$ cat src/hdl/pdc_pkg.sv
// pdc_pkg: shared widths, register indexes, microcode types and the control store
// of the PID drive controller. No dependencies.
`default_nettype none

package pdc_pkg;

    // measured input is clamped to +/- this value
    localparam int MEAS_LIMIT = 100;

    localparam int IN_W    = 16;
    localparam int GAIN_W  = 40;
    localparam int HALF_W  = GAIN_W / 2;
    localparam int WL_W    = 20;
    localparam int NS_W    = 10;
    localparam int OL_W    = 15;
    localparam int ERR_W   = 18;
    localparam int DLT_W   = ERR_W + 1;
    localparam int INT_W   = WL_W + 1;
    localparam int PRE_W   = INT_W + 1;
    localparam int MA_W    = HALF_W + 1;
    localparam int MB_W    = PRE_W;
    localparam int PROD_W  = MA_W + MB_W;
    localparam int ACC_W   = 64;
    localparam int USAT_W  = 41;
    localparam int DRV_W   = 32;
    localparam int FRAC_Q  = 16;
    localparam int FLOOR_SH = 8;
    localparam int CIDX_W  = 3;

    // configuration register indexes
    localparam logic [CIDX_W-1:0] REG_KP     = 3'd0;
    localparam logic [CIDX_W-1:0] REG_KI_DT  = 3'd1;
    localparam logic [CIDX_W-1:0] REG_KD_DT  = 3'd2;
    localparam logic [CIDX_W-1:0] REG_WL     = 3'd3;
    localparam logic [CIDX_W-1:0] REG_WR     = 3'd4;
    localparam logic [CIDX_W-1:0] REG_NS     = 3'd5;
    localparam logic [CIDX_W-1:0] REG_OL     = 3'd6;

    typedef struct packed {
        logic [GAIN_W-1:0] kp_gain;
        logic [GAIN_W-1:0] ki_dt_gain;
        logic [GAIN_W-1:0] kd_over_dt_gain;
        logic [WL_W-1:0]   windup_limit;
        logic [WL_W-1:0]   windup_reload;
        logic [NS_W-1:0]   neg_scale;
        logic [OL_W-1:0]   out_limit;
    } cfg_t;

    typedef logic [3:0] step_t;

    typedef enum logic [2:0] {
        OP_IDLE,
        OP_LOAD,
        OP_MAC,
        OP_FLOOR,
        OP_DONE
    } op_t;

    typedef enum logic [2:0] {
        A_KP_HI,
        A_KP_LO,
        A_KI_HI,
        A_KI_LO,
        A_KD_HI,
        A_KD_LO,
        A_NS
    } asel_t;

    typedef enum logic [2:0] {
        B_ERR,
        B_SUM,
        B_DLT,
        B_U_HI,
        B_U_LO
    } bsel_t;

    typedef enum logic [1:0] {
        JMP_NEXT,
        JMP_WAIT_IN,
        JMP_IF_NONNEG,
        JMP_WAIT_OUT
    } jmp_t;

    typedef struct packed {
        op_t   op;
        asel_t a_sel;
        bsel_t b_sel;
        logic  hi;      // product weighted by 2^HALF_W
        logic  clr;     // product replaces the accumulator
        jmp_t  jmp;
        step_t target;
    } ctrl_t;

    typedef struct packed {
        logic acc_neg;
        logic out_free;
    } stat_t;

    localparam step_t S_IDLE  = 4'd0;
    localparam step_t S_LOAD  = 4'd1;
    localparam step_t S_KP_HI = 4'd2;
    localparam step_t S_KP_LO = 4'd3;
    localparam step_t S_KI_HI = 4'd4;
    localparam step_t S_KI_LO = 4'd5;
    localparam step_t S_KD_HI = 4'd6;
    localparam step_t S_KD_LO = 4'd7;
    localparam step_t S_FLOOR = 4'd8;
    localparam step_t S_NS_HI = 4'd9;
    localparam step_t S_NS_LO = 4'd10;
    localparam step_t S_DONE  = 4'd11;

    function automatic ctrl_t cw(input op_t op, input asel_t a, input bsel_t b,
                                 input logic hi, input logic clr, input jmp_t j,
                                 input step_t t);
        ctrl_t w;
        w.op     = op;
        w.a_sel  = a;
        w.b_sel  = b;
        w.hi     = hi;
        w.clr    = clr;
        w.jmp    = j;
        w.target = t;
        return w;
    endfunction

    // control store
    function automatic ctrl_t ucode(input step_t s);
        ctrl_t w;
        case (s)
            S_IDLE:  w = cw(OP_IDLE,  A_KP_LO, B_ERR,  1'b0, 1'b0, JMP_WAIT_IN,   S_IDLE);
            S_LOAD:  w = cw(OP_LOAD,  A_KP_LO, B_ERR,  1'b0, 1'b0, JMP_NEXT,      S_IDLE);
            S_KP_HI: w = cw(OP_MAC,   A_KP_HI, B_ERR,  1'b1, 1'b1, JMP_NEXT,      S_IDLE);
            S_KP_LO: w = cw(OP_MAC,   A_KP_LO, B_ERR,  1'b0, 1'b0, JMP_NEXT,      S_IDLE);
            S_KI_HI: w = cw(OP_MAC,   A_KI_HI, B_SUM,  1'b1, 1'b0, JMP_NEXT,      S_IDLE);
            S_KI_LO: w = cw(OP_MAC,   A_KI_LO, B_SUM,  1'b0, 1'b0, JMP_NEXT,      S_IDLE);
            S_KD_HI: w = cw(OP_MAC,   A_KD_HI, B_DLT,  1'b1, 1'b0, JMP_NEXT,      S_IDLE);
            S_KD_LO: w = cw(OP_MAC,   A_KD_LO, B_DLT,  1'b0, 1'b0, JMP_NEXT,      S_IDLE);
            S_FLOOR: w = cw(OP_FLOOR, A_KP_LO, B_ERR,  1'b0, 1'b0, JMP_IF_NONNEG, S_DONE);
            S_NS_HI: w = cw(OP_MAC,   A_NS,    B_U_HI, 1'b1, 1'b1, JMP_NEXT,      S_IDLE);
            S_NS_LO: w = cw(OP_MAC,   A_NS,    B_U_LO, 1'b0, 1'b0, JMP_NEXT,      S_IDLE);
            S_DONE:  w = cw(OP_DONE,  A_KP_LO, B_ERR,  1'b0, 1'b0, JMP_WAIT_OUT,  S_IDLE);
            default: w = cw(OP_IDLE,  A_KP_LO, B_ERR,  1'b0, 1'b0, JMP_NEXT,      S_IDLE);
        endcase
        return w;
    endfunction

endpackage

`default_nettype wire

$ cat src/hdl/pdc_cfg_regs.sv
// pdc_cfg_regs: configuration register file of the PID drive controller.
// Depends on pdc_pkg.
`default_nettype none

module pdc_cfg_regs (
    input  wire logic                       clk,
    input  wire logic                       rst_n,
    input  wire logic                       cfg_valid,
    output logic                            cfg_ready,
    input  wire logic [pdc_pkg::CIDX_W-1:0] cfg_index,
    input  wire logic [pdc_pkg::GAIN_W-1:0] cfg_data,
    output pdc_pkg::cfg_t                   cfg
);

    pdc_pkg::cfg_t cfg_reg;
    pdc_pkg::cfg_t cfg_next;

    assign cfg_ready = 1'b1;
    assign cfg       = cfg_reg;

    always_comb
    begin
        cfg_next = cfg_reg;
        if (cfg_valid)
        begin
            case (cfg_index)
                pdc_pkg::REG_KP:    cfg_next.kp_gain         = cfg_data;
                pdc_pkg::REG_KI_DT: cfg_next.ki_dt_gain      = cfg_data;
                pdc_pkg::REG_KD_DT: cfg_next.kd_over_dt_gain = cfg_data;
                pdc_pkg::REG_WL:    cfg_next.windup_limit    = cfg_data[pdc_pkg::WL_W-1:0];
                pdc_pkg::REG_WR:    cfg_next.windup_reload   = cfg_data[pdc_pkg::WL_W-1:0];
                pdc_pkg::REG_NS:    cfg_next.neg_scale       = cfg_data[pdc_pkg::NS_W-1:0];
                pdc_pkg::REG_OL:    cfg_next.out_limit       = cfg_data[pdc_pkg::OL_W-1:0];
                default:            cfg_next = cfg_reg;   // unknown index: dropped
            endcase
        end
    end

    always_ff @(posedge clk or negedge rst_n)
    begin
        if (!rst_n)
        begin
            cfg_reg.kp_gain         <= 40'd8388608;
            cfg_reg.ki_dt_gain      <= 40'd3355;
            cfg_reg.kd_over_dt_gain <= 40'd0;
            cfg_reg.windup_limit    <= 20'd3000;
            cfg_reg.windup_reload   <= 20'd1000;
            cfg_reg.neg_scale       <= 10'd384;
            cfg_reg.out_limit       <= 15'd100;
        end
        else
        begin
            cfg_reg <= cfg_next;
        end
    end

endmodule

`default_nettype wire

$ cat src/hdl/pdc_sequencer.sv
// pdc_sequencer: step counter and control store lookup with conditional jumps.
// Depends on pdc_pkg.
`default_nettype none

module pdc_sequencer (
    input  wire logic            clk,
    input  wire logic            rst_n,
    input  wire logic            start,
    input  wire pdc_pkg::stat_t  status,
    output pdc_pkg::ctrl_t       ctrl,
    output logic                 busy
);

    pdc_pkg::step_t pc_reg;
    pdc_pkg::step_t pc_next;

    assign ctrl = pdc_pkg::ucode(pc_reg);
    assign busy = (pc_reg != pdc_pkg::S_IDLE);

    always_comb
    begin
        case (ctrl.jmp)
            pdc_pkg::JMP_NEXT:      pc_next = pc_reg + 4'd1;
            pdc_pkg::JMP_WAIT_IN:   pc_next = start ? pc_reg + 4'd1 : pc_reg;
            pdc_pkg::JMP_IF_NONNEG: pc_next = status.acc_neg ? pc_reg + 4'd1 : ctrl.target;
            pdc_pkg::JMP_WAIT_OUT:  pc_next = status.out_free ? ctrl.target : pc_reg;
            default:                pc_next = pdc_pkg::S_IDLE;
        endcase
    end

    always_ff @(posedge clk or negedge rst_n)
    begin
        if (!rst_n)
            pc_reg <= pdc_pkg::S_IDLE;
        else
            pc_reg <= pc_next;
    end

endmodule

`default_nettype wire

$ cat src/hdl/pdc_datapath.sv
// pdc_datapath: error and integrator update, shared 21x22 multiplier with
// 64-bit accumulator, floor/scale/clamp and the result register. Depends on pdc_pkg.
`default_nettype none

module pdc_datapath (
    input  wire logic                             clk,
    input  wire logic                             rst_n,
    input  wire pdc_pkg::ctrl_t                   ctrl,
    input  wire pdc_pkg::cfg_t                    cfg,
    input  wire logic                             take,
    input  wire logic signed [pdc_pkg::IN_W-1:0]  reference,
    input  wire logic signed [pdc_pkg::IN_W-1:0]  measured,
    input  wire logic                             result_stall,
    output logic                                  result_valid,
    output logic signed [pdc_pkg::DRV_W-1:0]      drive,
    output logic                                  saturated,
    output pdc_pkg::stat_t                        status
);

    localparam int IN_W   = pdc_pkg::IN_W;
    localparam int ERR_W  = pdc_pkg::ERR_W;
    localparam int DLT_W  = pdc_pkg::DLT_W;
    localparam int INT_W  = pdc_pkg::INT_W;
    localparam int PRE_W  = pdc_pkg::PRE_W;
    localparam int MA_W   = pdc_pkg::MA_W;
    localparam int MB_W   = pdc_pkg::MB_W;
    localparam int PROD_W = pdc_pkg::PROD_W;
    localparam int ACC_W  = pdc_pkg::ACC_W;
    localparam int USAT_W = pdc_pkg::USAT_W;
    localparam int HALF_W = pdc_pkg::HALF_W;
    localparam int GAIN_W = pdc_pkg::GAIN_W;
    localparam int WL_W   = pdc_pkg::WL_W;
    localparam int NS_W   = pdc_pkg::NS_W;
    localparam int OL_W   = pdc_pkg::OL_W;
    localparam int DRV_W  = pdc_pkg::DRV_W;
    localparam int FQ     = pdc_pkg::FRAC_Q;
    localparam int FSH    = pdc_pkg::FLOOR_SH;
    localparam logic signed [IN_W-1:0] MLIM = IN_W'(pdc_pkg::MEAS_LIMIT);

    // input latch and per-item operands
    logic signed [IN_W-1:0]   ref_reg;
    logic signed [IN_W-1:0]   meas_reg;
    logic signed [ERR_W-1:0]  err_reg;
    logic signed [DLT_W-1:0]  dlt_reg;
    logic signed [ACC_W-1:0]  acc_reg;
    logic signed [ACC_W-1:0]  acc_next;
    logic signed [USAT_W-1:0] usat_reg;
    logic                     neg_reg;

    // controller state
    logic signed [INT_W-1:0]  integ_reg;
    logic signed [INT_W-1:0]  integ_next;
    logic signed [ERR_W-1:0]  last_err_reg;

    // result register
    logic                     result_valid_reg;
    logic signed [DRV_W-1:0]  drive_reg;
    logic                     saturated_reg;

    logic signed [IN_W-1:0]   meas_c;
    logic signed [ERR_W-1:0]  err_w;
    logic signed [DLT_W-1:0]  dlt_w;
    logic signed [PRE_W-1:0]  pre_w;
    logic signed [PRE_W-1:0]  wl_s;
    logic signed [INT_W-1:0]  wr_s;

    logic signed [MA_W-1:0]   mul_a;
    logic signed [MB_W-1:0]   mul_b;
    logic signed [PROD_W-1:0] prod;
    logic signed [ACC_W-1:0]  prod_ext;

    logic signed [ACC_W-1:0]  u_w;
    logic signed [USAT_W-1:0] usat_w;
    logic signed [ACC_W-1:0]  v_w;
    logic signed [ACC_W-1:0]  cap_w;
    logic signed [DRV_W-1:0]  drv_w;
    logic                     sat_w;
    logic                     out_free;

    assign out_free        = !result_valid_reg || !result_stall;
    assign status.out_free = out_free;
    assign status.acc_neg  = acc_reg[ACC_W-1];

    assign result_valid = result_valid_reg;
    assign drive        = drive_reg;
    assign saturated    = saturated_reg;

    // error, derivative difference and integrator with windup reload
    always_comb
    begin
        if (meas_reg > MLIM)
            meas_c = MLIM;
        else if (meas_reg < -MLIM)
            meas_c = -MLIM;
        else
            meas_c = meas_reg;

        err_w = ERR_W'(ref_reg) - ERR_W'(meas_c);
        dlt_w = DLT_W'(err_w) - DLT_W'(last_err_reg);
        pre_w = PRE_W'(integ_reg) + PRE_W'(err_w);
        wl_s  = $signed({{(PRE_W-WL_W){1'b0}}, cfg.windup_limit});
        wr_s  = $signed({{(INT_W-WL_W){1'b0}}, cfg.windup_reload});

        if (pre_w > wl_s)
            integ_next = wr_s;
        else if (pre_w < -wl_s)
            integ_next = -wr_s;
        else
            integ_next = pre_w[INT_W-1:0];
    end

    // shared multiplier; 40-bit gains are taken as signed high half and
    // unsigned low half
    always_comb
    begin
        case (ctrl.a_sel)
            pdc_pkg::A_KP_HI: mul_a = $signed({cfg.kp_gain[GAIN_W-1],
                                               cfg.kp_gain[GAIN_W-1:HALF_W]});
            pdc_pkg::A_KP_LO: mul_a = $signed({1'b0, cfg.kp_gain[HALF_W-1:0]});
            pdc_pkg::A_KI_HI: mul_a = $signed({cfg.ki_dt_gain[GAIN_W-1],
                                               cfg.ki_dt_gain[GAIN_W-1:HALF_W]});
            pdc_pkg::A_KI_LO: mul_a = $signed({1'b0, cfg.ki_dt_gain[HALF_W-1:0]});
            pdc_pkg::A_KD_HI: mul_a = $signed({cfg.kd_over_dt_gain[GAIN_W-1],
                                               cfg.kd_over_dt_gain[GAIN_W-1:HALF_W]});
            pdc_pkg::A_KD_LO: mul_a = $signed({1'b0, cfg.kd_over_dt_gain[HALF_W-1:0]});
            pdc_pkg::A_NS:    mul_a = $signed({{(MA_W-NS_W){1'b0}}, cfg.neg_scale});
            default:          mul_a = '0;
        endcase

        case (ctrl.b_sel)
            pdc_pkg::B_ERR:  mul_b = MB_W'(err_reg);
            pdc_pkg::B_SUM:  mul_b = MB_W'(integ_reg);
            pdc_pkg::B_DLT:  mul_b = MB_W'(dlt_reg);
            pdc_pkg::B_U_HI: mul_b = MB_W'($signed(usat_reg[USAT_W-1:HALF_W]));
            pdc_pkg::B_U_LO: mul_b = $signed({{(MB_W-HALF_W){1'b0}}, usat_reg[HALF_W-1:0]});
            default:         mul_b = '0;
        endcase

        prod = mul_a * mul_b;
        if (ctrl.hi)
            prod_ext = $signed({prod[PROD_W-1], prod, {HALF_W{1'b0}}});
        else
            prod_ext = ACC_W'(prod);
        acc_next = (ctrl.clr ? '0 : acc_reg) + prod_ext;
    end

    // Q.24 -> Q.16 floor; negative values pinned to 41 bits for scaling,
    // far enough below any drive limit that the clamp result is unchanged
    always_comb
    begin
        u_w = acc_reg >>> FSH;
        if (&u_w[ACC_W-1:USAT_W-1])
            usat_w = u_w[USAT_W-1:0];
        else
            usat_w = $signed({1'b1, {(USAT_W-1){1'b0}}});

        v_w   = neg_reg ? (acc_reg >>> FSH) : acc_reg;
        cap_w = $signed({{(ACC_W-OL_W-FQ){1'b0}}, cfg.out_limit, {FQ{1'b0}}});
        if (v_w > cap_w)
        begin
            drv_w = cap_w[DRV_W-1:0];
            sat_w = 1'b1;
        end
        else if (v_w < -cap_w)
        begin
            drv_w = DRV_W'(-cap_w);
            sat_w = 1'b1;
        end
        else
        begin
            drv_w = v_w[DRV_W-1:0];
            sat_w = 1'b0;
        end
    end

    always_ff @(posedge clk)
    begin
        if (take)
        begin
            ref_reg  <= reference;
            meas_reg <= measured;
        end
        case (ctrl.op)
            pdc_pkg::OP_LOAD:
            begin
                err_reg <= err_w;
                dlt_reg <= dlt_w;
            end
            pdc_pkg::OP_MAC:
            begin
                acc_reg <= acc_next;
            end
            pdc_pkg::OP_FLOOR:
            begin
                acc_reg  <= u_w;
                usat_reg <= usat_w;
                neg_reg  <= acc_reg[ACC_W-1];
            end
            default:
            begin
            end
        endcase
        if (ctrl.op == pdc_pkg::OP_DONE && out_free)
        begin
            drive_reg     <= drv_w;
            saturated_reg <= sat_w;
        end
    end

    always_ff @(posedge clk or negedge rst_n)
    begin
        if (!rst_n)
        begin
            integ_reg        <= '0;
            last_err_reg     <= '0;
            result_valid_reg <= 1'b0;
        end
        else
        begin
            if (ctrl.op == pdc_pkg::OP_LOAD)
            begin
                integ_reg    <= integ_next;
                last_err_reg <= err_w;
            end
            if (ctrl.op == pdc_pkg::OP_DONE && out_free)
                result_valid_reg <= 1'b1;
            else if (!result_stall)
                result_valid_reg <= 1'b0;
        end
    end

endmodule

`default_nettype wire

$ cat src/hdl/pid_drive_controller.sv
// pid_drive_controller: top level of the microcoded PID drive controller.
// Depends on pdc_pkg, pdc_cfg_regs, pdc_sequencer, pdc_datapath.
//
//  channel  | direction | handshake                  | payload
//  ---------+-----------+----------------------------+-------------------------------
//  sample   | in        | sample_valid / sample_stall | reference[15:0], measured[15:0]
//  result   | out       | result_valid / result_stall | drive[31:0], saturated
//  cfg      | in        | cfg_valid / cfg_ready       | cfg_index[2:0], cfg_data[39:0]
//
// A word runs through a 12-step microprogram on one shared 21x22 multiplier:
// six multiply-accumulate steps build the Q.24 sum, two more scale a negative drive.
// A new sample is taken only once the previous one has left the final step (a non-negative
// drive skips the two scaling steps); the result register is loaded in the final step.
// The final step waits while the result register is full and stalled.
// Reset zeroes the integrator and last error and loads the register defaults.
`default_nettype none

module pid_drive_controller (
    input  wire logic                               clk,
    input  wire logic                               rst_n,
    input  wire logic                               sample_valid,
    output logic                                    sample_stall,
    input  wire logic signed [pdc_pkg::IN_W-1:0]    reference,
    input  wire logic signed [pdc_pkg::IN_W-1:0]    measured,
    output logic                                    result_valid,
    input  wire logic                               result_stall,
    output logic signed [pdc_pkg::DRV_W-1:0]        drive,
    output logic                                    saturated,
    input  wire logic                               cfg_valid,
    output logic                                    cfg_ready,
    input  wire logic [pdc_pkg::CIDX_W-1:0]         cfg_index,
    input  wire logic [pdc_pkg::GAIN_W-1:0]         cfg_data
);

    pdc_pkg::cfg_t  cfg;
    pdc_pkg::ctrl_t ctrl;
    pdc_pkg::stat_t status;
    logic           busy;
    logic           take;

    assign sample_stall = busy;
    assign take         = sample_valid && !busy;

    pdc_cfg_regs u_cfg (
        .clk       (clk),
        .rst_n     (rst_n),
        .cfg_valid (cfg_valid),
        .cfg_ready (cfg_ready),
        .cfg_index (cfg_index),
        .cfg_data  (cfg_data),
        .cfg       (cfg)
    );

    pdc_sequencer u_seq (
        .clk    (clk),
        .rst_n  (rst_n),
        .start  (take),
        .status (status),
        .ctrl   (ctrl),
        .busy   (busy)
    );

    pdc_datapath u_dp (
        .clk          (clk),
        .rst_n        (rst_n),
        .ctrl         (ctrl),
        .cfg          (cfg),
        .take         (take),
        .reference    (reference),
        .measured     (measured),
        .result_stall (result_stall),
        .result_valid (result_valid),
        .drive        (drive),
        .saturated    (saturated),
        .status       (status)
    );

    logic signed [pdc_pkg::DRV_W-1:0] cap_chk;
    assign cap_chk = $signed({1'b0, cfg.out_limit, {pdc_pkg::FRAC_Q{1'b0}}});

    // accepted sample keeps the sequencer busy on the next cycle
    a_busy_after_take: assert property (@(posedge clk) disable iff (!rst_n)
        take |=> sample_stall)
        else $error("sequencer not busy after sample accept");

    // a new result only appears out of the final step
    a_result_from_done: assert property (@(posedge clk) disable iff (!rst_n)
        $rose(result_valid) |-> $past(ctrl.op == pdc_pkg::OP_DONE))
        else $error("result raised outside final step");

    // a valid drive never leaves the limit band
    a_drive_in_band: assert property (@(posedge clk) disable iff (!rst_n)
        result_valid |-> (drive <= cap_chk) && (drive >= -cap_chk))
        else $error("drive outside limit");

    // a saturated result sits exactly on a limit
    a_sat_on_limit: assert property (@(posedge clk) disable iff (!rst_n)
        (result_valid && saturated) |-> (drive == cap_chk) || (drive == -cap_chk))
        else $error("saturated drive not at limit");

endmodule

`default_nettype wire
$ cat config.mk
export PLATFORM = sky130hd
export DESIGN_NAME = pid_drive_controller
export DESIGN_NICKNAME = d
export VERILOG_FILES = /design/src/hdl/pdc_pkg.sv /design/src/hdl/pdc_cfg_regs.sv /design/src/hdl/pdc_sequencer.sv /design/src/hdl/pdc_datapath.sv /design/src/hdl/pid_drive_controller.sv
export SDC_FILE = /design/constraint.sdc
export NUM_CORES = 2
export LEC_CHECK = 0
export BUFFER_PORTS_ARGS = -buffer_cell sky130_fd_sc_hd__buf_2
export CORE_MARGIN = 4
export CORE_UTILIZATION = 40
export CTS_CLUSTER_DIAMETER = 60
export DETAILED_ROUTE_END_ITERATION = 10
export GPL_TIMING_DRIVEN = 1
export PLACE_DENSITY = 0.55
export SYNTH_ARGS = -nofsm -noshare
export SYNTH_HDL_FRONTEND = slang
export SYNTH_HIERARCHICAL = 1
export SYNTH_SLANG_ARGS = --single-unit
$ cat constraint.sdc
create_clock -name clk -period 11 [get_ports clk]
set_clock_uncertainty 0.05 [all_clocks]
set_input_delay 0 -clock clk [delete_from_list [all_inputs] [get_ports clk]]
set_output_delay 0 -clock clk [all_outputs]
set_load 0.02 [all_outputs]
==> results_dict.tcl <==
set metrics [dict create \
    nNetsFinal 6694 \
    grt_use_total_pct 25.62 \
    rsz0062_at_grt "yes" \
    syn_area_per_cell_um2 9.551 \
    via_per_inst 5.339 \
    instances_no_fill 7379 \
    grt_pass1_wl_mm 242.5 \
    violations "negative setup slack" \
    min_from "reference[7]" \
    initial_core_util_pct 40.42 \
    reg2reg_from "u_seq/pc_reg[1]" \
    final.setup.worst_slack_ns -0.02153 \
    crit_path_max_incr_delay_ns 0.64 \
    wl_per_cell_um 21.69 \
    layout_min_cycle_time_ns 11.02 \
    cts_tree "done" \
    hold_class "input pin to register" \
    yosys_warnings 6 \
    period_share_pct 100.2 \
    fmax_mhz 90.73 \
    grt_antenna_before_repair 7 \
    status "finished, violations left" \
    drtPass1Iterations 6 \
    required_ns 11.45 \
    wirelength_mm 160.0 \
    dp_hpwl_mm 123.9 \
    clockBufferDepth 3 \
    die-area_mm2 0.1234 \
    cts.reportedPaths.clkPinSlew_ns 0.06 \
    ios 116 \
    gp_congestion 0.9697 \
    syn2layout_area_growth_pct 30.03 \
    h-tree-depth 2 \
    drive_gt1_share_pct 30.92 \
    cts.sink_count 434 \
    hold_viol_final 0 \
    maxSlewViolCount 0 \
    synth_area_mm2 0.04715 \
    dieWidth_um 351.3 \
    rows 125 \
    setup_viol 2 \
    drt_drc_violations_left 0 \
    clockRootBuffer "clkbuf_16" \
    die_h_um 351.3 \
    slew_headroom_pct 20.21 \
    largest_reg_flops 185 \
    portBuffers 114 \
    fin_tns_setup_ns -0.03579 \
    core_mm2 0.1167 \
    path_max_fanout 6 \
    dp.cells 7013 \
    clock_latency_ns 0.69 \
    crit_type "register to register" \
    end_kind "register" \
    tightestPinTransition_ns 1.197 \
    syn_nets 5831 \
    cts_made_buffers 59 \
    arrival_ns 11.47 \
    grt_pass1_vias 40250 \
    crit_slowest_cell "fa_2" \
    synth_cells 4937 \
    drt-initial-drc-count 2877 \
    start_kind "register" \
    cap_violations 0 \
    critical_path.most_common_cell "buf_6" \
    ant_nets 0 \
    grt_max_degree 85 \
    num_vias 39400 \
    grt-ovfl-total 0 \
    critPathLaunch "u_seq/pc_reg[1]" \
]
## worst max-delay path, delay by kind of cell, from the launching register on
family / cells / cell delay (ns)
fa+ha+maj: 10 / 4.31
compound gates: 15 / 2.68
buf+inv: 17 / 1.71
simple gates: 8 / 1.64
flops: 1 / 0.39
mux: 1 / 0.06
## final timing paths
| path | cells past startpoint | endpoint | slack [ns] |
|---|---|---|---|
| worst max-delay path | 51 | u_dp/acc_reg[63] | -0.02 |
| worst min-delay path | 2 | u_dp/ref_reg[7] | 0.04 |
| worst max register to register | 51 | u_dp/acc_reg[63] | -0.02 |
| worst min register to register | 2 | u_dp/last_err_reg[0] | 0.44 |
| max in group asynchronous | 5 | u_cfg/cfg[75] | 8.43 |
| min in group asynchronous | 3 | u_cfg/cfg[2] | 0.55 |
## through the flow
| stage | util (%) | setup WS [ns] | area (um^2) | hold slack [ns] |
|---|---|---|---|---|
| after global routing | 52.54 | -0.4148 | 61310 | 0.04566 |
| after floorplan | - | 0.006086 | 47290 | -0.3456 |
| after global placement | 46.53 | -0.5272 | 54290 | -0.007867 |
| final | 52.55 | -0.02153 | 61320 | 0.03510 |
| after detailed placement | 46.53 | -0.7272 | 54290 | -0.008192 |
| after CTS | 49.80 | -0.005366 | 58100 | 0.006180 |
## final cells by class
cell class                 instances  area [um^2]
inverter                         693         2614
clock buffer                      84         1662
fill                           10580        55360
sequential                       434        11930
timing repair buffer            1021         8688
clock inverter                    28        321.6
antenna                            4        10.01
multi-input combinational       3591        34190
tap                             1524         1907
## per-layer routing
metal | wire (um) | part of all wire (%) | up-vias | GRT usage [%]
li1 | - | - | 18330 | -
met5 | 0 | 0 | - | 0
met3 | 11140 | 7.0 | 228 | 4.582
met4 | 4077 | 2.5 | 0 | 5.869
met1 | 71420 | 45 | 19630 | 36.21
met2 | 73410 | 46 | 1220 | 41.08
## repair_timing
action,CTS,global route
endpoints found under the hold margin,368,0
setup buffers,25,117
cloned,2,2
gates resized for setup,113,525
setup endpoints to repair,32,39
hold buffers,108,0
pin swaps,64,346
## cell usage in the layout (no fill, tap or decap), types with 100 or more instances in the layout
cell / n
a21oi_1: 176
and2_1: 108
buf_2: 114
buf_4: 665
dfrtp_1: 201
dlygate4sd3_1: 107
edfxtp_1: 206
fa_1: 433
ha_1: 285
inv_1: 636
mux2_2: 155
mux2_4: 106
nand2_1: 458
nor2_1: 312
o21ai_0: 144
xnor2_1: 100
Power is not shown: default switching activity piles up to over one toggle a cycle in this logic, so the estimate is an artifact.
